**config.mk**
```make
export PLATFORM = sky130hd
export DESIGN_NAME = dsd_halfrate_decimator
export DESIGN_NICKNAME = d
export VERILOG_FILES = /design/src/rtl/core/dsdhr_pkg.sv /design/src/rtl/core/dsdhr_chan_state.sv /design/src/rtl/core/dsd_halfrate_decimator.sv
export SDC_FILE = /design/constraint.sdc
export NUM_CORES = 1
export LEC_CHECK = 0
export BUFFER_PORTS_ARGS = -buffer_cell sky130_fd_sc_hd__buf_2
export CORE_ASPECT_RATIO = 1.5
export CORE_MARGIN = 2
export CORE_UTILIZATION = 53
export DETAILED_ROUTE_END_ITERATION = 8
export GPL_TIMING_DRIVEN = 0
export PLACE_DENSITY = 0.75
export SYNTH_ARGS = -nofsm -noshare
export SYNTH_HDL_FRONTEND = slang
export SYNTH_SLANG_ARGS = --single-unit
```
**constraint.sdc**
```tcl
create_clock -name clk -period 3.8 [get_ports clk]
set_clock_uncertainty 0.2 [all_clocks]
set_input_delay 0.76 -clock clk [delete_from_list [all_inputs] [get_ports clk]]
set_output_delay 0.76 -clock clk [all_outputs]
set_load 0.005 [all_outputs]
```
**src/rtl/core/dsdhr_pkg.sv**
```systemverilog
package dsdhr_pkg;

  localparam int ChanW      = 3;
  localparam int ByteW      = 8;
  localparam int NibW       = 4;
  localparam int ChanCmpW   = 7;
  localparam int MaxChan    = 1 << ChanW;
  localparam int ChannelsDef = 8;

  localparam logic [1:0] PairZero = 2'b00;
  localparam logic [1:0] PairLo   = 2'b01;
  localparam logic [1:0] PairHi   = 2'b10;
  localparam logic [1:0] PairOnes = 2'b11;

  typedef struct packed {
    logic [ChanW-1:0] channel;
    logic [ByteW-1:0] dsd_byte;
  } dsdhr_in_t;

  typedef struct packed {
    logic [ChanW-1:0] out_channel;
    logic [ByteW-1:0] out_byte;
  } dsdhr_out_t;

  // Status of the item sitting in the input register.
  typedef struct packed {
    logic in_range;
    logic emit;
  } dsdhr_step_t;

  typedef struct packed {
    logic [NibW-1:0] nib;
    logic            err;
  } dsdhr_nib_t;

  // Four bit pairs, MSB pair first; the error bit threads through the chain.
  function automatic dsdhr_nib_t byte_to_nibble(logic [ByteW-1:0] b, logic err_in);
    dsdhr_nib_t r;
    logic [1:0] pr;
    logic       e;
    e     = err_in;
    r.nib = '0;
    for (int k = 0; k < NibW; k++) begin
      pr = b[ByteW-1-2*k -: 2];
      r.nib[NibW-1-k] = (pr == PairOnes) || (!e && (pr != PairZero));
      if ((pr == PairLo) || (pr == PairHi)) begin
        e = ~e;
      end
    end
    r.err = e;
    return r;
  endfunction

endpackage

```
**src/rtl/core/dsdhr_chan_state.sv**
```systemverilog
module dsdhr_chan_state #(
  parameter int CHANNELS = dsdhr_pkg::ChannelsDef
) (
  input  logic                   clk,
  input  logic                   rst,
  input  dsdhr_pkg::dsdhr_in_t   item,
  input  logic                   advance,
  output dsdhr_pkg::dsdhr_step_t step,
  output dsdhr_pkg::dsdhr_out_t  result
);

  // Channel field is 3 bits, so entries past eight are never addressed.
  localparam int Depth = (CHANNELS < dsdhr_pkg::MaxChan) ? CHANNELS : dsdhr_pkg::MaxChan;
  localparam int IdxW  = (Depth > 1) ? $clog2(Depth) : 1;

  logic [Depth-1:0]          error_bit;
  logic [Depth-1:0]          pair_phase;
  logic [dsdhr_pkg::NibW-1:0] held_nibble [Depth];

  logic [IdxW-1:0]      idx;
  logic                 in_range;
  logic                 err_cur;
  logic                 phase_cur;
  dsdhr_pkg::dsdhr_nib_t conv;
  logic                 wr_en;

  assign idx      = item.channel[IdxW-1:0];
  assign in_range = {{(dsdhr_pkg::ChanCmpW - dsdhr_pkg::ChanW){1'b0}}, item.channel}
                    < dsdhr_pkg::ChanCmpW'(CHANNELS);
  assign err_cur   = in_range ? error_bit[idx]  : 1'b0;
  assign phase_cur = in_range ? pair_phase[idx] : 1'b0;
  assign conv      = dsdhr_pkg::byte_to_nibble(item.dsd_byte, err_cur);
  assign wr_en     = advance && in_range;

  assign step.in_range      = in_range;
  assign step.emit          = in_range && phase_cur;
  assign result.out_channel = item.channel;
  assign result.out_byte    = {held_nibble[idx], conv.nib};

  always_ff @(posedge clk) begin
    if (rst) begin
      error_bit  <= '0;
      pair_phase <= '0;
    end else if (wr_en) begin
      error_bit[idx]  <= conv.err;
      pair_phase[idx] <= ~phase_cur;
    end
  end

  always_ff @(posedge clk) begin
    if (wr_en && !phase_cur) begin
      held_nibble[idx] <= conv.nib;
    end
  end

endmodule

```
**src/rtl/core/dsd_halfrate_decimator.sv**
```systemverilog
// Half-rate DSD decimator: takes one channel-tagged DSD byte per cycle (unless
// an emitting byte waits on a stalled result) and, on every second byte of a
// channel, emits one byte (held nibble high, new nibble low). A byte sits in the
// input register and an emitted byte in the result register, around the single
// pass that reads and updates the per-channel error bit, phase and held nibble.
// Items whose channel is not below CHANNELS are dropped without touching state.
module dsd_halfrate_decimator #(
  parameter int CHANNELS = dsdhr_pkg::ChannelsDef
) (
  input  logic                  clk,
  input  logic                  rst,
  input  logic                  item_valid,
  output logic                  item_ready,
  input  dsdhr_pkg::dsdhr_in_t  item,
  output logic                  result_valid,
  input  logic                  result_ready,
  output dsdhr_pkg::dsdhr_out_t result
);

  logic                   s1_valid;
  dsdhr_pkg::dsdhr_in_t   s1_item;
  logic                   s1_advance;
  dsdhr_pkg::dsdhr_step_t step;
  dsdhr_pkg::dsdhr_out_t  result_next;

  // An item that emits nothing may pass even while the result is stalled.
  assign s1_advance = s1_valid && (!step.emit || !result_valid || result_ready);
  assign item_ready = !s1_valid || s1_advance;

  dsdhr_chan_state #(
    .CHANNELS (CHANNELS)
  ) u_state (
    .clk     (clk),
    .rst     (rst),
    .item    (s1_item),
    .advance (s1_advance),
    .step    (step),
    .result  (result_next)
  );

  always_ff @(posedge clk) begin
    if (rst) begin
      s1_valid <= 1'b0;
    end else if (item_ready) begin
      s1_valid <= item_valid;
    end
  end

  always_ff @(posedge clk) begin
    if (item_ready && item_valid) begin
      s1_item <= item;
    end
  end

  always_ff @(posedge clk) begin
    if (rst) begin
      result_valid <= 1'b0;
    end else if (s1_advance && step.emit) begin
      result_valid <= 1'b1;
    end else if (result_ready) begin
      result_valid <= 1'b0;
    end
  end

  always_ff @(posedge clk) begin
    if (s1_advance && step.emit) begin
      result <= result_next;
    end
  end

endmodule

```
==> results.txt, run 1 <==
final non-filler cell total = 350
DP Worst Slack = -374 ps
delay of the slowest critical-path stage = 630 ps
vias in the first global route = 2038
crit share post-route = 1.03
post-synthesis cell type count = 46
maxcap violations = 0
worst hold start = u_state.error_bit[3]
P_leak = 1.39 nW
DR pass1 iterations = 4
share of layout cells above drive strength 1 = 0.264
core area = 0.00553 mm2
Root Driver = clkbuf_8
WL/cell = 17.8 um
Hold Crit Depth = 2
Syn Nets = 249
r2r worst-path depth = 10
first-pass GRT wire length = 9760 um
Synth area leaders = edfxtp_1 53%, dfxtp_1 12%, mux2i_1 3.9%, fa_1 2.6%, inv_1 2.6%
GR met2 Demand/Resource = 0.355
Worst setup SP type = flip-flop
crit end category = flip-flop
num ports = 28
Layout area overhead = 17.4%
setup violators final = 8
routability cong. = 0.855
synthesized netlist cell count = 230
grt met3 use = 0.0359
Multi-input gate area = 968 um2
grt peak-use layer = met2
Hold Crit Class = flip-flop to flip-flop
# diodes = 0
outcome = finished, violations left
Crit-path slowest cell = fa_2
TNS Setup = -805 ps
All-Layer GR Usage = 0.211
vias after detailed routing = 2009
RSZ-0062 raised after global routing = yes
initial antenna violation count = 0
chip width = 66.1 um
Detail Placement HPWL = 4230 um
CTS tree = yes
register area = 0.00198 mm2
area of the die = 0.00643 mm2
clk_lat worst skew = 350 ps
power density over the cells = 472 mW/mm2
IO buf count = 27
CP arrival = 4000 ps
clock tree sinks = 72
failing checks = negative setup slack
ys async rst share = 0
Detailed Route WL = 6240 um
top cell type by total area after synthesis = edfxtp_1
synthesized area per cell = 13.3 um2
Synth Register Bits = 72
die height = 97.2 um
fin crit period = 3930 ps
cells along the critical path = buf_6, clkbuf_16, mux4_2, mux2_4, fa_1, fa_1, fa_1, fa_2, nand2_4, mux2i_1
Final nets = 294
Max-slew headroom = 0.302
synthesized cell area = 0.00307 mm2
crit path max fanout = 6
largest net degree at the start of global routing = 13
WS Path Type = flip-flop to flip-flop
Fillers = 437
clk slew on worst S/H paths = 70 ps
CP required = 3870 ps
maximum clock frequency = 0.255 GHz
maximum vdd ir drop = 0.302 mV
R2R Path Start = s1_item[10]
Post-route DRC = 0
grt total ovfl = 0
Slew @ Worst Pin = 1040 ps
CTS Buffer Depth = 2
Placed Instances = 327
crit path launch = s1_item[10]
CP most frequent cell = fa_1
Pins Over Slew Limit = 0
Vias/cell = 5.74
critical path depth = 10
M1 GR Usage = 0.239
# H-tree levels = 3
Yosys warnings = 0
CTS buffer count = 9
FP Rows = 33
final worst setup slack = -128 ps
Starting Density = 0.555
Hold Vio Cnt, Final = 0
antenna viol nets, final = 0
utilization after layout = 0.651
sequential area share after synthesis = 0.646
EDFF count, synth = 54
Yosys top cell area share = 0.529
CP delay by family, top = adder cells
Bufs and invs on worst path = 2
hold_buf cts = 0
1st-iter DRT viols = 173
Synth Flop Type = edfxtp_1
## layer usage
layer | vias up | share of wire
met3 | 20 | 0.049
li1 | 940 | -
met5 | - | 0
met4 | 0 | 0.038
met2 | 85 | 0.52
met1 | 964 | 0.39
## cell usage after synthesis, drive strengths merged (2+ instances only)
cell type	instances
edfxtp	54
nand2	22
inv	21
dfxtp	18
nor2	14
mux2i	12
o21ai	12
a21oi	7
nand3	7
nor3	5
o211ai	5
buf	4
clkbuf	4
fa	4
mux2	4
nor2b	4
a22oi	3
mux4	3
nor4	3
a21boi	2
a221o	2
and2	2
and4bb	2
nand2b	2
o21a	2
## layout by cell type, fill, tap and decap left out, types with 7 or more instances in the layout
master    netlist  routed
o21ai_0         8       8
a21oi_1         7       7
dfxtp_1        18      18
inv_1          21      20
edfxtp_1       54      54
mux2i_1        12      12
nand3_1         7       7
buf_2           0      27
clkbuf_8        0       9
nor2_1         14      14
nand2_1        21      20
## layout make-up
| type | instances | area share |
|---|---|---|
| tap | 70 | 0.0243 |
| timing repair inverter | 1 | 0.00208 |
| clock inverter | 5 | 0.0226 |
| multi-input combinational | 128 | 0.269 |
| timing repair buffer | 33 | 0.0511 |
| inverter | 22 | 0.0240 |
| clock buffer | 11 | 0.0365 |
| sequential | 72 | 0.550 |
| buffer | 8 | 0.0205 |
## state kept, by name, summed over array words and instances, names as in the netlist
register and flops:
u_state.error_bit 8, s1_valid 1, u_state.pair_phase 8, u_state.held_nibble 32, s1_item 11, result_valid 1, result 11
## where the power goes
part	internal [mW]	total (mW)	leakage (nW)	switching [mW]
combinational	0.0621	0.166	0.650	0.104
sequential	0.878	0.886	0.641	0.00744
clock	0.370	0.649	0.104	0.279
## worst min-delay path: cells and delay by family, from the launching register on
kind,cells,cell delay (ps)
multiplexers,1,60
AND/OR/NAND/NOR,1,60
flip-flops,1,310
## repair_timing
action	CTS	global route
resized for setup	9	2
pin swaps	2	2
buffers inserted	5	1
cloned	0	1
endpoints found under the setup margin	17	17
## cells by family (layout without fill, tap and decap cells)
kind of cell               Yosys count  in the layout  share of synthesized area
AOI/OAI and AO/OA                   40             40                     0.0979
adders and majority gates            4              4                     0.0261
buffers and inverters               30             80                     0.0428
DFF                                 72             72                      0.646
muxes                               19             19                     0.0759
and+or+nand+nor                     65             65                      0.111
## final timing paths
| check | end | slack (ps) |
|---|---|---|
| worst max-delay path | u_state.error_bit[0] | -130 |
| worst min-delay path | u_state.error_bit[3] | 270 |
| worst max register to register | u_state.error_bit[0] | -130 |
| worst min register to register | u_state.error_bit[3] | 270 |
## stage by stage
stage / hold slack (ps) / area [um2] / total power, mW
2_1_floorplan: 235 / 3070 / 0.995
3_3_place_gp: 244 / 3290 / 1.04
3_5_place_dp: 259 / 3290 / 1.04
4_1_cts: 269 / 3580 / 1.69
5_1_grt: 299 / 3600 / 1.76
6_report: 269 / 3600 / 1.70
(Power assumes the default switching activity.)
==> run 2, diff against run 1 <==
--- a/config.mk
+++ b/config.mk
@@ -10,7 +10,6 @@
 export CORE_MARGIN = 2
 export CORE_UTILIZATION = 53
 export DETAILED_ROUTE_END_ITERATION = 8
-export GPL_TIMING_DRIVEN = 0
 export PLACE_DENSITY = 0.75
 export SYNTH_ARGS = -nofsm -noshare
 export SYNTH_HDL_FRONTEND = slang
==> run 2 against run 1 <==
Effect of this change: the run now ends clean; global-route usage increased by 0.30 points; worst setup slack improved by 220 ps; non-clock buffer count down 8; clock-buffer cell count up 2; flip-flop and latch count unchanged; sequential power hardly changed; clock power grew 14%; power up 4.0%; critical path depth shrank 2; core utilization is 1.0 points lower; maximum frequency rose by 5.8%.
==> results.txt, run 2 (synthesized netlist as in run 1, its figures left out) <==
WL/cell = 17.8 um (-0.29%)
maximum clock frequency = 0.269 GHz (+5.8%)
Hold Crit Class = flip-flop to flip-flop
max reg flops = 32 (unchanged)
post-CTS repair timing setup buffer count = 0 (-5)
TNS Setup = 0 ps (+805 ps)
Pins Over Slew Limit = 0 (unchanged)
most flop-heavy register = u_state.held_nibble
die height = 97.2 um (unchanged)
chip width = 66.1 um (unchanged)
crit end category = flip-flop
CTS Buffer Depth = 2 (unchanged)
setup violators final = 0 (-8)
area of the die = 0.00643 mm2 (unchanged)
Vias/cell = 5.74 (about the same)
core area = 0.00553 mm2 (unchanged)
first-pass GRT wire length = 9920 um (+1.6%)
clock tree sinks = 72 (unchanged)
P_leak = 1.38 nW (-0.87%)
DR pass1 iterations = 5 (+1)
# diodes = 0 (unchanged)
fin crit period = 3710 ps (-216 ps)
Worst setup SP type = flip-flop
routability cong. = 0.813 (-4.8%)
clk slew on worst S/H paths = 70 ps (about the same)
Max-slew headroom = 0.432 (+0.130)
maxcap violations = 0 (unchanged)
CTS tree = yes
Post-route DRC = 0 (unchanged)
Slew @ Worst Pin = 845 ps (-200 ps)
initial antenna violation count = 0 (unchanged)
Detail Placement HPWL = 4270 um (+1.1%)
WS Path Type = flip-flop to flip-flop
maximum vdd ir drop = 0.403 mV (+34%)
Detailed Route WL = 6060 um (-2.9%)
Hold Vio Cnt, Final = 0 (unchanged)
share of layout cells above drive strength 1 = 0.251 (-0.0134)
Layout area overhead = 15.6%
cts repair resizes = 0 (-9)
commonest non-fill, non-tap cell in the layout = edfxtp_1
antenna viol nets, final = 0 (unchanged)
final non-filler cell total = 341 (-2.6%)
R2R Path Start = s1_item[8]
CP arrival = 3770 ps (-230 ps)
Root Driver = clkbuf_8
RSZ-0062 raised after global routing = yes
vias after detailed routing = 1957 (-2.6%)
largest net degree at the start of global routing = 28 (+15)
All-Layer GR Usage = 0.214 (+0.00299)
outcome = finished, final reports clean
Final nets = 285 (-3.1%)
grt total ovfl = 0 (unchanged)
Starting Density = 0.555 (unchanged)
crit share post-route = 0.977 (-0.0568)
IO buf count = 27 (unchanged)
vias in the first global route = 1953 (-4.2%)
worst hold start = u_state.error_bit[6]
# H-tree levels = 3 (unchanged)
crit path launch = s1_item[8]
FP Rows = 33 (unchanged)
power density over the cells = 499 mW/mm2 (+5.6%)
hold_buf cts = 0 (unchanged)
CP required = 3860 ps (about the same)
clk_lat worst skew = 340 ps (about the same)
Placed Instances = 325 (-0.61%)
largest registers = u_state.held_nibble (32), result (11), s1_item (11)
num ports = 28 (unchanged)
crit path max fanout = 5 (-1)
1st-iter DRT viols = 91 (-47%)
most frequent cells in the layout = 54 x edfxtp_1, 27 x buf_2, 21 x inv_1
Fillers = 438 (+0.23%)
CTS buffer count = 9 (unchanged)
[run 2: cell types whose count changed in the layout (fill, tap and decap cells not counted), sizes merged]
cell / delta
clkinv: -2
bufinv: +1
clkbuf: -2
buf: -4
inv: +1
clkinvlp: -3
[run 2: critical path, stage by stage (launching register included)]
cell      delay, ps
edfxtp_1        410
mux4_2          520
mux2_2          280
fa_1            460
fa_1            520
fa_1            430
fa_2            600
nand2_4          80
mux2i_1         140
[run 2: path summary, 6_finish.rpt]
check / to / slack (ps) / depth (start not counted)
worst min register to register: u_state.error_bit[6] / 260 / 2
worst min-delay path: u_state.error_bit[6] / 260 / 2
worst max register to register: u_state.error_bit[0] / 90 / 8
worst max-delay path: u_state.error_bit[0] / 90 / 8
[run 2: final cells by class]
class | count | area [um2] | area share
Sequential cell | 72 | 1980 | 0.559
Tap cell | 70 | 87.6 | 0.0247
Multi-Input combinational cell | 128 | 965 | 0.272
Timing Repair Buffer | 33 | 180 | 0.0508
Clock inverter | 3 | 90.1 | 0.0254
Inverter | 22 | 82.6 | 0.0233
Clock buffer | 13 | 159 | 0.0448
[run 2: metrics by stage]
stage	power, mW	cell area (um2)	hold WS [ps]	utilization	setup WS (ps)
global placement	1.04	3290	252	0.594	147
global route	1.83	3550	291	0.641	-6.41
finish	1.77	3550	262	0.641	88.2
detailed placement	1.04	3290	255	0.594	30.8
floorplan	0.995	3070	235	-	50.9
CTS	1.77	3540	264	0.639	24.2
[run 2: power by group]
group          leakage [nW]  total (mW)  internal [mW]  switching (mW)
sequential            0.641       0.887          0.879         0.00805
clock                 0.124       0.739          0.473           0.266
combinational         0.618       0.143         0.0511          0.0917
[run 2: per-layer routing]
metal  share of wire  up-vias  GRT usage  wire length [um]
met2            0.53       74      0.342              3240
met5               0        -          0                 0
met4           0.030        0      0.113               180
met1            0.39      958      0.255              2350
li1                -      913          -                 -
met3           0.047       12     0.0649               286
